===== src/rtl/core/io_expander_i2c_pin_writer_top_macros.svh =====
// Assertion macros for the I2C pin writer top level.
// Used only by io_expander_i2c_pin_writer_top.sv; needs i_clk and i_rst_n in scope.
`ifndef IO_EXPANDER_I2C_PIN_WRITER_TOP_MACROS_SVH
`define IO_EXPANDER_I2C_PIN_WRITER_TOP_MACROS_SVH

// same-cycle implication, checked outside reset
`define IOX_ASSERT_NOW(lbl, ante, cons, msg) \
    lbl: assert property (@(posedge i_clk) disable iff (!i_rst_n) (ante) |-> (cons)) \
        else $error(msg);

// next-cycle implication, checked outside reset
`define IOX_ASSERT_NEXT(lbl, ante, cons, msg) \
    lbl: assert property (@(posedge i_clk) disable iff (!i_rst_n) (ante) |=> (cons)) \
        else $error(msg);

`endif


===== src/rtl/core/ioexp_pkg.sv =====
// Shared types and constants for the I2C pin writer.
// No dependencies; imported by every module of the block.
`default_nettype none

package ioexp_pkg;

    localparam int unsigned NUM_PINS   = 24;
    localparam int unsigned NUM_PHASES = 60;
    localparam int unsigned Q_DEPTH    = 2;

    localparam logic [15:0] CMD_BIDIR = 16'h6000;
    localparam logic [15:0] CMD_OC_LO = 16'h4400;
    localparam logic [15:0] CMD_OC_HI = 16'h4600;
    localparam logic [7:0]  MSB_MASK  = 8'h80;

    // bit slot holding the acknowledge clock
    localparam logic [3:0] ACK_SLOT  = 4'd8;
    localparam logic [1:0] LAST_SUB  = 2'd2;

    // one queued write transaction
    typedef struct packed {
        logic [15:0]         word;    // command byte, data byte
        logic [NUM_PINS-1:0] shadow;  // shadow after the update
    } t_job;

    typedef struct packed {
        logic       full;
        logic       empty;
        logic [1:0] count;
    } t_q_stat;

    typedef enum logic [2:0] {
        SEG_IDLE,
        SEG_START,
        SEG_CMD,
        SEG_DATA,
        SEG_STOP
    } t_seg;

endpackage

`default_nettype wire


===== src/rtl/core/io_expander_i2c_pin_writer_top.sv =====
// I2C pin writer: writes one expander pin per transaction as a bit-banged bus write.
// Depends on ioexp_pkg, ioexp_front, ioexp_queue, ioexp_back and the macros header.
//
// Usage:
//  - Input channel (i_in_valid / o_in_stall): one transaction carries a pin index
//    and a level. The pin is updated in a 24-bit shadow at acceptance; indexes
//    24..31 leave the shadow alone but still produce a bus write (high bank).
//  - Output channel (o_out_valid / i_out_stall): 60 transactions per input, one
//    per bus phase: start (3), command byte (27), data byte (27), stop (3).
//    o_last marks the final stop phase; o_pin_shadow is the post-update shadow.
//  - Path to first phase: queue entry, sequencer start, then the output register.
//  - Rate: the phase sequencer emits one phase per cycle unless the receiver
//    stalls; consecutive writes run with no gap between them.
//  - A 2-deep job queue lets up to two further inputs be taken while a write
//    is still going out; o_in_stall rises only when that queue is full.
//  - When the receiver stalls, the current phase holds in the output register
//    and the sequencer freezes; inputs keep filling the queue.
//  - Reset (synchronous, active low) clears the shadow, empties the queue and
//    returns the sequencer to idle with no output valid.
`default_nettype none

`include "io_expander_i2c_pin_writer_top_macros.svh"

module io_expander_i2c_pin_writer_top (
    input  wire logic        i_clk,
    input  wire logic        i_rst_n,
    input  wire logic        i_in_valid,
    output logic             o_in_stall,
    input  wire logic [4:0]  i_pin_index,
    input  wire logic        i_pin_level,
    output logic             o_out_valid,
    input  wire logic        i_out_stall,
    output logic             o_scl,
    output logic             o_sda,
    output logic             o_last,
    output logic [23:0]      o_pin_shadow
);
    import ioexp_pkg::*;

    t_q_stat q_stat;
    t_job    push_job;
    t_job    head_job;
    logic    push;
    logic    pop;

    // front: shadow update and command/data word build
    ioexp_front u_front (
        .i_clk       (i_clk),
        .i_rst_n     (i_rst_n),
        .i_in_valid  (i_in_valid),
        .i_pin_index (i_pin_index),
        .i_pin_level (i_pin_level),
        .i_q_stat    (q_stat),
        .o_in_stall  (o_in_stall),
        .o_push      (push),
        .o_job       (push_job)
    );

    // decouples input acceptance from the bus sequence
    ioexp_queue u_queue (
        .i_clk   (i_clk),
        .i_rst_n (i_rst_n),
        .i_push  (push),
        .i_job   (push_job),
        .i_pop   (pop),
        .o_job   (head_job),
        .o_stat  (q_stat)
    );

    // back: 60-phase bus sequencer with registered output
    ioexp_back u_back (
        .i_clk        (i_clk),
        .i_rst_n      (i_rst_n),
        .i_job        (head_job),
        .i_q_stat     (q_stat),
        .i_out_stall  (i_out_stall),
        .o_pop        (pop),
        .o_out_valid  (o_out_valid),
        .o_scl        (o_scl),
        .o_sda        (o_sda),
        .o_last       (o_last),
        .o_pin_shadow (o_pin_shadow)
    );

    // stop condition ends with both lines released
    `IOX_ASSERT_NOW(a_last_released, o_out_valid && o_last, o_scl && o_sda, "last phase not released")
    // sequencer never pops an empty queue
    `IOX_ASSERT_NOW(a_pop_nonempty, pop, !q_stat.empty, "pop from empty queue")
    // occupancy stays within the queue depth
    `IOX_ASSERT_NEXT(a_count_bound, push || pop, q_stat.count <= 2'(Q_DEPTH), "queue overflow")

endmodule

`default_nettype wire


===== src/rtl/core/ioexp_front.sv =====
// Front end: accepts pin updates, keeps the shadow, builds command/data words.
// Depends on ioexp_pkg.
`default_nettype none

module ioexp_front (
    input  wire logic                     i_clk,
    input  wire logic                     i_rst_n,
    input  wire logic                     i_in_valid,
    input  wire logic [4:0]               i_pin_index,
    input  wire logic                     i_pin_level,
    input  wire ioexp_pkg::t_q_stat       i_q_stat,
    output logic                          o_in_stall,
    output logic                          o_push,
    output ioexp_pkg::t_job               o_job
);
    import ioexp_pkg::*;

    logic [NUM_PINS-1:0] r_shadow;
    logic [NUM_PINS-1:0] n_shadow;

    assign o_in_stall = i_q_stat.full;
    assign o_push     = i_in_valid && !i_q_stat.full;

    always_comb begin
        n_shadow = r_shadow;
        if (i_pin_index inside {[5'd0:5'd23]}) begin
            n_shadow[i_pin_index] = i_pin_level;
        end
    end

    always_comb begin
        o_job.shadow = n_shadow;
        if (i_pin_index inside {[5'd0:5'd7]}) begin
            o_job.word = CMD_BIDIR | {8'd0, n_shadow[7:0]};
        end else if (i_pin_index inside {[5'd8:5'd15]}) begin
            o_job.word = CMD_OC_LO | {8'd0, n_shadow[15:8]};
        end else begin
            o_job.word = CMD_OC_HI | {8'd0, n_shadow[23:16]};
        end
    end

    always_ff @(posedge i_clk) begin
        if (!i_rst_n) begin
            r_shadow <= '0;
        end else if (o_push) begin
            r_shadow <= n_shadow;
        end
    end

endmodule

`default_nettype wire


===== src/rtl/core/ioexp_queue.sv =====
// Two-entry job queue between front end and bus sequencer.
// Depends on ioexp_pkg.
`default_nettype none

module ioexp_queue (
    input  wire logic                i_clk,
    input  wire logic                i_rst_n,
    input  wire logic                i_push,
    input  wire ioexp_pkg::t_job     i_job,
    input  wire logic                i_pop,
    output ioexp_pkg::t_job          o_job,
    output ioexp_pkg::t_q_stat       o_stat
);
    import ioexp_pkg::*;

    t_job       r_mem [Q_DEPTH];
    logic       r_wr_ptr;
    logic       r_rd_ptr;
    logic [1:0] r_count;

    assign o_job        = r_mem[r_rd_ptr];
    assign o_stat.count = r_count;
    assign o_stat.full  = (r_count == 2'(Q_DEPTH));
    assign o_stat.empty = (r_count == 2'd0);

    always_ff @(posedge i_clk) begin
        if (i_push) begin
            r_mem[r_wr_ptr] <= i_job;
        end
    end

    always_ff @(posedge i_clk) begin
        if (!i_rst_n) begin
            r_wr_ptr <= 1'b0;
            r_rd_ptr <= 1'b0;
            r_count  <= 2'd0;
        end else begin
            if (i_push) begin
                r_wr_ptr <= !r_wr_ptr;
            end
            if (i_pop) begin
                r_rd_ptr <= !r_rd_ptr;
            end
            case ({i_push, i_pop})
                2'b10:   r_count <= r_count + 2'd1;
                2'b01:   r_count <= r_count - 2'd1;
                default: r_count <= r_count;
            endcase
        end
    end

endmodule

`default_nettype wire


===== src/rtl/core/ioexp_back.sv =====
// Back end: walks the 60 bus phases of one job into a registered output stage.
// Depends on ioexp_pkg.
`default_nettype none

module ioexp_back (
    input  wire logic                  i_clk,
    input  wire logic                  i_rst_n,
    input  wire ioexp_pkg::t_job       i_job,
    input  wire ioexp_pkg::t_q_stat    i_q_stat,
    input  wire logic                  i_out_stall,
    output logic                       o_pop,
    output logic                       o_out_valid,
    output logic                       o_scl,
    output logic                       o_sda,
    output logic                       o_last,
    output logic [23:0]                o_pin_shadow
);
    import ioexp_pkg::*;

    t_seg       r_seg, n_seg;
    logic [3:0] r_bit, n_bit;
    logic [1:0] r_sub, n_sub;
    t_job       r_job;

    logic        r_out_valid;
    logic        r_scl, r_sda, r_last;
    logic [23:0] r_pin_shadow;

    logic       out_free;
    logic       emit;
    logic       ph_scl, ph_sda, ph_last;
    logic [7:0] cur_byte;
    logic       data_bit;

    assign out_free = !r_out_valid || !i_out_stall;
    assign cur_byte = (r_seg == SEG_CMD) ? r_job.word[15:8] : r_job.word[7:0];
    assign data_bit = |(cur_byte & (MSB_MASK >> r_bit[2:0]));

    always_comb begin
        n_seg   = r_seg;
        n_bit   = r_bit;
        n_sub   = r_sub;
        o_pop   = 1'b0;
        emit    = 1'b0;
        ph_scl  = 1'b0;
        ph_sda  = 1'b1;
        ph_last = 1'b0;
        case (r_seg)
            SEG_IDLE: begin
                if (!i_q_stat.empty) begin
                    o_pop = 1'b1;
                    n_seg = SEG_START;
                    n_bit = 4'd0;
                    n_sub = 2'd0;
                end
            end
            SEG_START: begin
                emit   = out_free;
                ph_scl = (r_sub != LAST_SUB);
                ph_sda = (r_sub == 2'd0);
                if (emit) begin
                    if (r_sub == LAST_SUB) begin
                        n_sub = 2'd0;
                        n_bit = 4'd0;
                        n_seg = SEG_CMD;
                    end else begin
                        n_sub = r_sub + 2'd1;
                    end
                end
            end
            SEG_CMD, SEG_DATA: begin
                emit   = out_free;
                ph_scl = (r_sub == 2'd1);
                ph_sda = (r_bit == ACK_SLOT) ? 1'b1 : data_bit;
                if (emit) begin
                    if (r_sub == LAST_SUB) begin
                        n_sub = 2'd0;
                        if (r_bit == ACK_SLOT) begin
                            n_bit = 4'd0;
                            n_seg = (r_seg == SEG_CMD) ? SEG_DATA : SEG_STOP;
                        end else begin
                            n_bit = r_bit + 4'd1;
                        end
                    end else begin
                        n_sub = r_sub + 2'd1;
                    end
                end
            end
            SEG_STOP: begin
                emit    = out_free;
                ph_scl  = (r_sub != 2'd0);
                ph_sda  = (r_sub == LAST_SUB);
                ph_last = (r_sub == LAST_SUB);
                if (emit) begin
                    if (r_sub == LAST_SUB) begin
                        n_sub = 2'd0;
                        n_bit = 4'd0;
                        // chain straight into the next queued job
                        if (!i_q_stat.empty) begin
                            o_pop = 1'b1;
                            n_seg = SEG_START;
                        end else begin
                            n_seg = SEG_IDLE;
                        end
                    end else begin
                        n_sub = r_sub + 2'd1;
                    end
                end
            end
            default: begin
                n_seg = SEG_IDLE;
            end
        endcase
    end

    always_ff @(posedge i_clk) begin
        if (!i_rst_n) begin
            r_seg <= SEG_IDLE;
            r_bit <= 4'd0;
            r_sub <= 2'd0;
        end else begin
            r_seg <= n_seg;
            r_bit <= n_bit;
            r_sub <= n_sub;
        end
    end

    always_ff @(posedge i_clk) begin
        if (o_pop) begin
            r_job <= i_job;
        end
    end

    always_ff @(posedge i_clk) begin
        if (!i_rst_n) begin
            r_out_valid <= 1'b0;
        end else if (out_free) begin
            r_out_valid <= emit;
        end
    end

    always_ff @(posedge i_clk) begin
        if (emit) begin
            r_scl        <= ph_scl;
            r_sda        <= ph_sda;
            r_last       <= ph_last;
            r_pin_shadow <= r_job.shadow;
        end
    end

    assign o_out_valid  = r_out_valid;
    assign o_scl        = r_scl;
    assign o_sda        = r_sda;
    assign o_last       = r_last;
    assign o_pin_shadow = r_pin_shadow;

endmodule

`default_nettype wire

===== config.mk =====
export PLATFORM = sky130hd
export DESIGN_NAME = io_expander_i2c_pin_writer_top
export DESIGN_NICKNAME = d
export VERILOG_FILES = /design/src/rtl/core/ioexp_pkg.sv /design/src/rtl/core/io_expander_i2c_pin_writer_top.sv /design/src/rtl/core/ioexp_front.sv /design/src/rtl/core/ioexp_queue.sv /design/src/rtl/core/ioexp_back.sv
export VERILOG_INCLUDE_DIRS = /design/src /design/src/rtl/core
export SDC_FILE = /design/constraint.sdc
export NUM_CORES = 1
export LEC_CHECK = 0
export BUFFER_PORTS_ARGS = -buffer_cell sky130_fd_sc_hd__clkbuf_2
export CORE_MARGIN = 2
export CORE_UTILIZATION = 50
export CTS_CLUSTER_DIAMETER = 120
export DETAILED_ROUTE_END_ITERATION = 12
export PLACE_DENSITY = 0.79
export SLEW_MARGIN = 20
export SYNTH_ARGS = -nofsm -noshare
export SYNTH_HDL_FRONTEND = slang
export SYNTH_SLANG_ARGS = --single-unit

===== constraint.sdc =====
create_clock -name i_clk -period 5.95 [get_ports i_clk]
set_clock_uncertainty 0.15 [all_clocks]
set_input_delay 1.19 -clock i_clk [delete_from_list [all_inputs] [get_ports i_clk]]
set_output_delay 1.19 -clock i_clk [all_outputs]
set_load 0.1 [all_outputs]

# [Word-level counts from Yosys, hierarchy flattened]
# Memories as Yosys holds them, arrays and structs flattened. A register that Yosys moved wholly into a read port is not among the register bits.
# Cells that the tools add are included.
[word_totals] ram_bits=76 n_memories=1 wordCells=114 romBits=0 latchBits=0 register_bits=81
[memory_table] name="u_queue.r_mem" depth=2 word_bits=38 read_ports=1 rd_ports_with_merged_regs=1 write_ports=1 line_no="ioexp_queue.sv:16" rtl="t_job r_mem [Q_DEPTH];"
[op_classes] order_cmp=7 div=0 shifts=1 reduce_logical=25 bitwise=1 n_eq_ne=22 muxes=40 addsub=4 mul=0
[op_table] operator="$mux 3" n=9
[op_table] operator="$bwmux 24" n=1
[op_table] operator="$mux 24" n=1
[op_table] operator="$mux 4" n=6
[op_table] operator="$ne 2x1->1 const B" n=10
[op_table] operator="$mux 14" n=1
[op_table] operator="$pmux 3 s4" n=1
[op_table] operator="$pmux 4 s3" n=1
[op_table] operator="$ge 5x1->1 const B" n=2
[op_table] operator="$mux 10" n=1
[op_table] operator="$mux 1" n=9
[op_table] operator="$and 8x8->8" n=1
[op_table] operator="$mux 8" n=1
[op_table] operator="$pmux 2 s2" n=2
[op_table] operator="$reduce_and 8->1" n=1
[op_table] operator="$reduce_or 8->1" n=1
[op_table] operator="$shr 8x3->8 const A" n=1
[op_table] operator="$eq 2x2->1 const B" n=3
[op_table] operator="$eq 3x2->1 const B" n=2
[op_table] operator="$lt 5x6->1 const B" n=1
[op_table] operator="$mux 2" n=3
[op_table] operator="$pmux 1 s3" n=2
[op_table] operator="$reduce_and 6->1" n=1
[op_table] operator="$reduce_bool 2->1" n=3
[op_table] operator="other kinds (23)" n=36

# [Logic depth before layout (Yosys ltp)]
# Gate-level depths: netlist (run 1).
[depth] word_depth=8 mapped_depth=8 mapped_depth_nobuf=7

# [Hierarchy]
# A second synthesis (run 1) with hierarchy kept.
[hier_totals] cells_unflattened=573 area_unflattened_um2=7976.4
[modules_own_cells] module="ioexp_queue" instances=1 seq_area_each_um2=2502.4 cells_each=146 area_each_um2=3089.2
[modules_own_cells] module="ioexp_back" instances=1 seq_area_each_um2=2212.1 cells_each=179 area_each_um2=2877.8
[modules_own_cells] module="ioexp_front" instances=1 seq_area_each_um2=480.5 cells_each=248 area_each_um2=2009.4

# [Least setup slack after synthesis (run 1)]
# No wires, ideal clock.
[synth_timing] kind="input -> register" startpoint="in i_out_stall" endpoint="reg u_queue.r_count[1]" arrival_ps=3968 setup_time_ps=72 path_slack_ps=1761 path_stages=6 path_cell_list="nand2_1 > a21boi_0 > nor2_1 > ha_1 > or3_1 > a21oi_1"
[synth_via] elab_chain_len=6 elab_cells_between_ends=8
[synth_lines] item="from (decl)" line_no="io_expander_i2c_pin_writer_top.sv:32" rtl="input wire logic i_out_stall,"
[synth_lines] item="$logic_not 1->1 (*)" line_no="ioexp_back.sv:35" rtl="assign out_free = !r_out_valid || !i_out_stall;"
[synth_lines] item="$logic_or 1x1->1 (*)" line_no="ioexp_back.sv:35"
[synth_lines] item="$mux 1 (*)" line_no="ioexp_back.sv:94" rtl="if (emit) begin"
[synth_lines] item="$pmux 1 s2 (*)" line_no="ioexp_back.sv:48" rtl="case (r_seg)"
[synth_lines] item="net pop" line_no="io_expander_i2c_pin_writer_top.sv:44" rtl="logic pop;"
[synth_lines] item="$eq 2x1->1 / $eq 2x2->1 (equally long branches)" line_no="ioexp_queue.sv:44" rtl="case ({i_push, i_pop})"
[synth_lines] item="$pmux 2 s2 / $reduce_bool 2->1 (equally long branches)"
[synth_lines] item="to (signal assigned)" line_no="ioexp_queue.sv:45" rtl="2'b10: r_count <= r_count + 2'd1;"
[synth_lines] item="to (signal assigned)" line_no="ioexp_queue.sv:46" rtl="2'b01: r_count <= r_count - 2'd1;"
[synth_lines] item="to (signal assigned)" line_no="ioexp_queue.sv:47" rtl="default: r_count <= r_count;"
[synth_lines] item="to (decl)" line_no="ioexp_queue.sv:19" rtl="logic [1:0] r_count;"
# Mark *: on every way through the listed nets, which the timed path passes. The rest lies on a longest branch.
# A chain may end at the register's enable or synchronous reset.

# [Worst setup path in the final report (run 1)]
[layout_timing] startpoint="in i_in_valid" endpoint="mem u_queue.r_mem[0][37] (netlist name) (enable)"
[layout_via] elab_chain_len=3
[layout_lines] item="from (decl)" line_no="io_expander_i2c_pin_writer_top.sv:27" rtl="input wire logic i_in_valid,"
[layout_lines] item="$logic_and 1x1->1" line_no="ioexp_front.sv:22" rtl="assign o_push = i_in_valid && !i_q_stat.full;"
[layout_lines] item="$mux 1" line_no="ioexp_queue.sv:27" rtl="if (i_push) begin"
[layout_lines] item="$mux 1 (not written as such)" line_no="ioexp_queue.sv:28" rtl="r_mem[r_wr_ptr] <= i_job;"
[layout_lines] item="to (decl)" line_no="ioexp_queue.sv:16"
# Every way passes these cells.

==> results of run 1 <==
==> metal layers <==
metal	up-vias	wire length, um	GRT usage, %
met5	-	0	0
met4	0	351	9.16
met3	28	707	4.81
met1	2053	5720	23.7
li1	1995	-	-
met2	125	6170	28.1
==> cell families after synthesis <==
group	share of synthesized area, %
xor+xnor	0.490
fa+ha+maj	1.22
flops	66.0
compound gates	8.34
mux	10.9
buf+inv	3.50
simple gates	9.60
==> through the flow <==
stage               instance area [um2]  hold slack, ps
floorplan                          7160             250
global placement                   7420             254
detailed placement                 7420             255
CTS                                7960             269
global route                       7960             272
finish                             7960             268
==> power breakdown <==
part	total [uW]	internal (uW)	switching (uW)	leakage, uW
Combinational	1110	247	858	0.00106
Sequential	1760	1670	92.6	0.00156
Clock	1010	543	467	0.000260
==> state kept, by name, summed over array words and instances (netlist names) <==
signal and cells:
u_back.o_sda 1, u_back.o_scl 1, u_back.r_seg 3, u_back.o_last 1, u_back.r_job 35, u_queue.r_count 2, u_back.o_pin_shadow 24, u_queue.r_wr_ptr 1
u_back.r_sub 2, u_front.r_shadow 24, u_back.o_out_valid 1, u_back.r_bit 4, u_queue.r_mem 70, u_queue.r_rd_ptr 1
==> Yosys cell counts, drive strengths merged, types with 3 or more instances <==
library cell,count
a2111oi,7
a21oi,30
and2,3
and3,7
buf,16
clkbuf,17
dfxtp,38
edfxtp,132
ha,7
inv,15
mux2,53
mux2i,18
nand2,30
nand2b,5
nand3,5
nand4,11
nor2,28
nor2b,12
nor3,6
nor3b,8
o211ai,4
o21a,3
o21ai,22
o21ba,6
o32ai,4
or3,4
xnor2,3
==> final timing paths <==
check	to	slack, ps	cells after the start
setup / recovery	u_queue.r_mem[0][37]$_DFFE_PP_	2090	5
hold / removal	u_back.o_pin_shadow[0]$_DFFE_PP_	270	0
setup reg to reg	u_queue.r_mem[0][37]$_DFFE_PP_	2180	5
hold reg to reg	u_back.o_pin_shadow[0]$_DFFE_PP_	270	0
==> final cells by class <==
cell class	count	share of cell area, %
inverters	17	0.801
flip-flops and latches	170	59.3
multi-input cells	300	27.5
well taps	180	2.83
clock inverters	14	1.43
repair buffers	41	2.67
clock buffers	18	5.39
==> run_results.csv, run 1 <==
group,metric,value,unit
place,port-buffer-count,38,
timing,maxSlewHeadroom,30.5,%
timing,setup_tns,0,ps
power,p_total,3880,uW
worst_setup_path,critPathTopFamily,"simple AND/OR/NAND/NOR gates",
die,initial_core_util,51.4,%
timing,setup_viol,0,
place,dpl_worst_slack,1680,ps
logic_synthesis,syn_nets,537,
layout,n_antenna_cell,0,
clock_tree,post-cts-setup-buffers,0,
timing,period_share,64.9,%
die,core,13900,um2
logic_synthesis,synth_area_leader_cell,"edfxtp_1",
worst_setup_path,slowest_stage,"nor2_2",
grt,grt_max_degree,43,
run_status,outcome,"completed",
layout,area_growth,11.2,%
logic_synthesis,async_reset_ff_share,0,%
die,die_area,15300,um2
logic_synthesis,synthTopCellsByArea,"edfxtp_1, dfxtp_1, mux2_2",
clock_tree,hold_buffers,0,
clock_tree,cts_buffers,17,
logic_synthesis,syn_inst,520,
layout,drive_gt1_share,25.4,%
routing,via_count,4201,
logic_synthesis,synth_cell_types,56,
place,gp_congestion,0.875,
worst_setup_path,startpoint,"i_in_valid",
routing,drt_first_iter_violations,370,
layout,final_core_util,57.1,%
timing,setup_ws,2090,ps
worst_setup_path,crit_chain,"clkbuf_2 -> and2_1 -> clkinv_1 -> nor2_2 -> buf_4",
timing,hold_viol,0,
worst_setup_path,worstPathMaxFanout,26,
timing,post-route-min-period,3860,ps
timing,worst_slew_pin_slew,1040,ps
clock_tree,worstSkewPairLatency,420,ps
logic_synthesis,syn_area,7160,um2
clock_tree,clock_sinks,170,
grt,groute.usage.overall,18.1,%
worst_setup_path,cp-start-kind,"primary input",
logic_synthesis,yosysSeqAreaShare,66.0,%
die,num_io_pins,39,
worst_hold_path,hold_path.startpoint,"u_back.r_job[0]$_DFFE_PP_",
run,maxCapViolations,0,
die,die_x,124,um
logic_synthesis,synth.top_cell.area_share,55.4,%
power,ir_drop,0.249,mV
grt,grt_pass1_wl,20.8,mm
worst_setup_path,critPathCaptureType,"flop",
worst_setup_path,arrival,3800,ps
logic_synthesis,ys_ff_latch,170,
clock_tree,cts_tree,"yes",
grt,grt_overflow_total,0,
layout,fin_cells,740,
worst_setup_path,path_buf_inv,3,
power,powerDensity,487,nW/um2
routing,wirelength,12.9,mm
layout,nNetsFinal,564,
clock_tree,cts_max_path_buffers,2,
timing,maxSlewViolCount,0,
logic_synthesis,synth_ff_type,"edfxtp_1",
routing,ant_nets,0,
grt,grt_pass1_vias,4071,
routing,avgViaCountPerCell,5.68,
layout,final_cell_mix,"edfxtp_1, mux2_2, clkbuf_2, dfxtp_1",
layout,final_common_cell,"edfxtp_1",
routing,drt_pass1_iterations,5,
place,dp.cells,708,
grt,antenna_found_initial,0,
layout,multi_input_area,2190,um2
routing,wl_per_cell,17.5,um
logic_synthesis,synth_edf_count,132,
power,leakagePower,0.00288,uW
worst_hold_path,hold_path.class,"reg2reg",
logic_synthesis,yosys_warnings,0,
clock_tree,cts_max_level,4,
logic_synthesis,avgSynthCellArea,13.8,um2
die,die_h,124,um
worst_setup_path,slowest_delay,770,ps
timing,fmax,0.259,GHz
worst_setup_path,critPathRequiredTime,5890,ps
clock_tree,clkTransAtPathRegs,60,ps
routing,drc,0,
worst_setup_path,reg2reg_from,"u_queue.r_count[0]$_SDFFE_PN0P_",
timing,rsz0062_at_grt,"no",
layout,n_fill_cell,1101,
worst_setup_path,crit_type,"in2reg",
clock_tree,cts_resized,0,
layout,seqCellArea,4720,um2
place,dp_hpwl,8.40,mm
clock_tree,root_buffer,"clkbuf_16",
die,rows,43,
(Power assumes the default switching activity.)
==> inputs of run 2 (changes only) <==
- PLACE_DENSITY: 0.79 -> 0.82
- clock period: 5.95 -> 3.4 ns (I/O delays scaled with it)
==> run 2 against run 1 <==
Global-route usage grew 0.71 points; combinational power up 80%; count of clock-buffer cells in the layout unchanged; die area is the same; power rose by 81%; wire length rose by 3.7%; highest routed layer unchanged; final cell count grew 0.81%; register-to-register slack worse by 1400 ps; core utilization up 0.96 points.
==> run_results.csv, run 2 (same netlist as run 1, synthesis figures left out) <==
group,metric,value,unit
routing,via_count,4239,
grt,antenna_found_initial,0,
die,die_area,15300,um2
place,dp_hpwl,8.51,mm
grt,grt_pass1_wl,21.4,mm
grt,grt_pass1_vias,4219,
power,ir_drop,0.399,mV
die,core,13900,um2
grt,grt_max_degree,38,
worst_setup_path,r2r_cells,5,
timing,fmax,0.386,GHz
timing,period_share,76.2,%
power,powerDensity,867,nW/um2
clock_tree,cts_tree,"yes",
worst_setup_path,worstPathMaxFanout,28,
place,gp_congestion,0.936,
timing,rsz0062_at_grt,"no",
routing,avgViaCountPerCell,5.68,
layout,final_cell_mix,"edfxtp_1, mux2_2, clkbuf_2, dfxtp_1",
place,port-buffer-count,38,
worst_hold_path,min_delay_path_depth,0,
clock_tree,worstSkewPairLatency,420,ps
layout,largest_register_ffs,70,
worst_setup_path,slowest_stage,"nor2_2",
routing,wl_per_cell,18.0,um
routing,drc,0,
power,p_total,7020,uW
timing,post-route-min-period,2590,ps
run,maxCapViolations,0,
timing,whs,266,ps
layout,n_antenna_cell,0,
layout,fin_cells,746,
worst_setup_path,slowest_delay,530,ps
layout,area_growth,13.1,%
die,num_io_pins,39,
timing,maxSlewViolCount,0,
layout,seqCellArea,4720,um2
clock_tree,hold_buffers,0,
layout,multi_input_area,2190,um2
worst_setup_path,cp-start-kind,"flop",
worst_setup_path,crit_chain,"nand2b_1 -> and2_1 -> clkinv_1 -> nor2_2 -> buf_12",
worst_hold_path,holdPathEnd,"u_back.o_pin_shadow[11]$_DFFE_PP_",
clock_tree,cts_max_level,4,
routing,drt_first_iter_violations,454,
worst_setup_path,crit_type,"reg2reg",
power,leakagePower,0.00295,uW
worst_setup_path,reg2reg_slack,810,ps
layout,top_regs,"u_queue.r_mem: 70 flops, u_back.r_job: 35 flops",
clock_tree,root_buffer,"clkbuf_16",
layout,drive_gt1_share,26.1,%
layout,nNetsFinal,571,
worst_setup_path,arrival,2560,ps
grt,groute.usage.overall,18.9,%
place,dp.cells,715,
worst_setup_path,reg2reg_to,"u_queue.r_mem[0][17]$_DFFE_PP_",
routing,ant_nets,0,
clock_tree,post-cts-setup-buffers,0,
timing,setup_tns,0,ps
die,die_x,124,um
run_status,outcome,"completed",
timing,maxSlewHeadroom,49.3,%
grt,grt_overflow_total,0,
layout,regMostFlops,"u_queue.r_mem",
die,initial_core_util,51.4,%
clock_tree,clock_sinks,170,
timing,hold_viol,0,
timing,setup_viol,0,
layout,n_fill_cell,1076,
routing,drt_pass1_iterations,4,
timing,worst_slew_pin_slew,761,ps
layout,final_common_cell,"edfxtp_1",
die,die_h,124,um
die,rows,43,
worst_setup_path,reg2reg_from,"u_queue.r_count[0]$_SDFFE_PN0P_",
worst_setup_path,critPathRequiredTime,3370,ps
worst_hold_path,hold_path.class,"reg2reg",
routing,wirelength,13.4,mm
clock_tree,cts_resized,0,
clock_tree,clkTransAtPathRegs,60,ps
clock_tree,cts_max_path_buffers,2,
clock_tree,cts_buffers,17,
worst_setup_path,critPathCaptureType,"flop",
worst_hold_path,hold_path.startpoint,"u_back.r_job[11]$_DFFE_PP_",
## run 2: through the flow
| step | setup slack, ps | instance area (um2) | utilization, % |
|---|---|---|---|
| after floorplan | 231 | 7160 | - |
| after global placement | 672 | 7500 | 53.8 |
| after detailed placement | 634 | 7500 | 53.8 |
| after CTS | 810 | 8100 | 58.1 |
| after global routing | 651 | 8100 | 58.1 |
| final | 809 | 8100 | 58.1 |
## run 2: worst max-delay path: cells and delay by family (launching register included)
kind | cells | cell delay [ps]
DFF | 1 | 410
and+or+nand+nor | 3 | 1170
buffers and inverters | 2 | 550
## run 2: cell type report
class / count / area share, %
Multi-Input combinational cell: 300 / 27.1
Tap cell: 180 / 2.78
Inverter: 17 / 0.788
Clock buffer: 18 / 5.30
Sequential cell: 170 / 58.4
Clock inverter: 13 / 2.10
Timing Repair Buffer: 48 / 3.59
## run 2: power by group
group	total, uW	internal [uW]	leakage (uW)	switching [uW]
sequential	3080	2920	0.00156	167
combinational	2000	466	0.00111	1530
clock	1940	1160	0.000277	780
total	7020	4540	0.00295	2480
## run 2: worst max-delay path by stage
stage	startpoint	endpoint	slack, ps	depth (start not counted)
floorplan	u_back.o_out_valid$_SDFFE_PN0N_	u_queue.r_count[1]$_SDFFE_PN0P_	230	6
global placement	i_pin_index[4]	u_queue.r_mem[0][28]$_DFFE_PP_	670	6
detailed placement	i_pin_index[3]	u_queue.r_mem[0][27]$_DFFE_PP_	630	6
CTS	u_queue.r_count[0]$_SDFFE_PN0P_	u_queue.r_mem[0][11]$_DFFE_PP_	810	5
global route	u_queue.r_count[0]$_SDFFE_PN0P_	u_queue.r_mem[0][11]$_DFFE_PP_	650	5
finish	u_queue.r_count[0]$_SDFFE_PN0P_	u_queue.r_mem[0][17]$_DFFE_PP_	810	5
## run 2: per-layer routing
layer | vias to the layer above | global-route usage, % | routed length (um)
li1 | 2009 | - | -
met1 | 2115 | 24.4 | 5890
met2 | 98 | 30.7 | 6830
met3 | 17 | 4.49 | 508
met4 | 0 | 7.74 | 191
met5 | - | 0 | 0
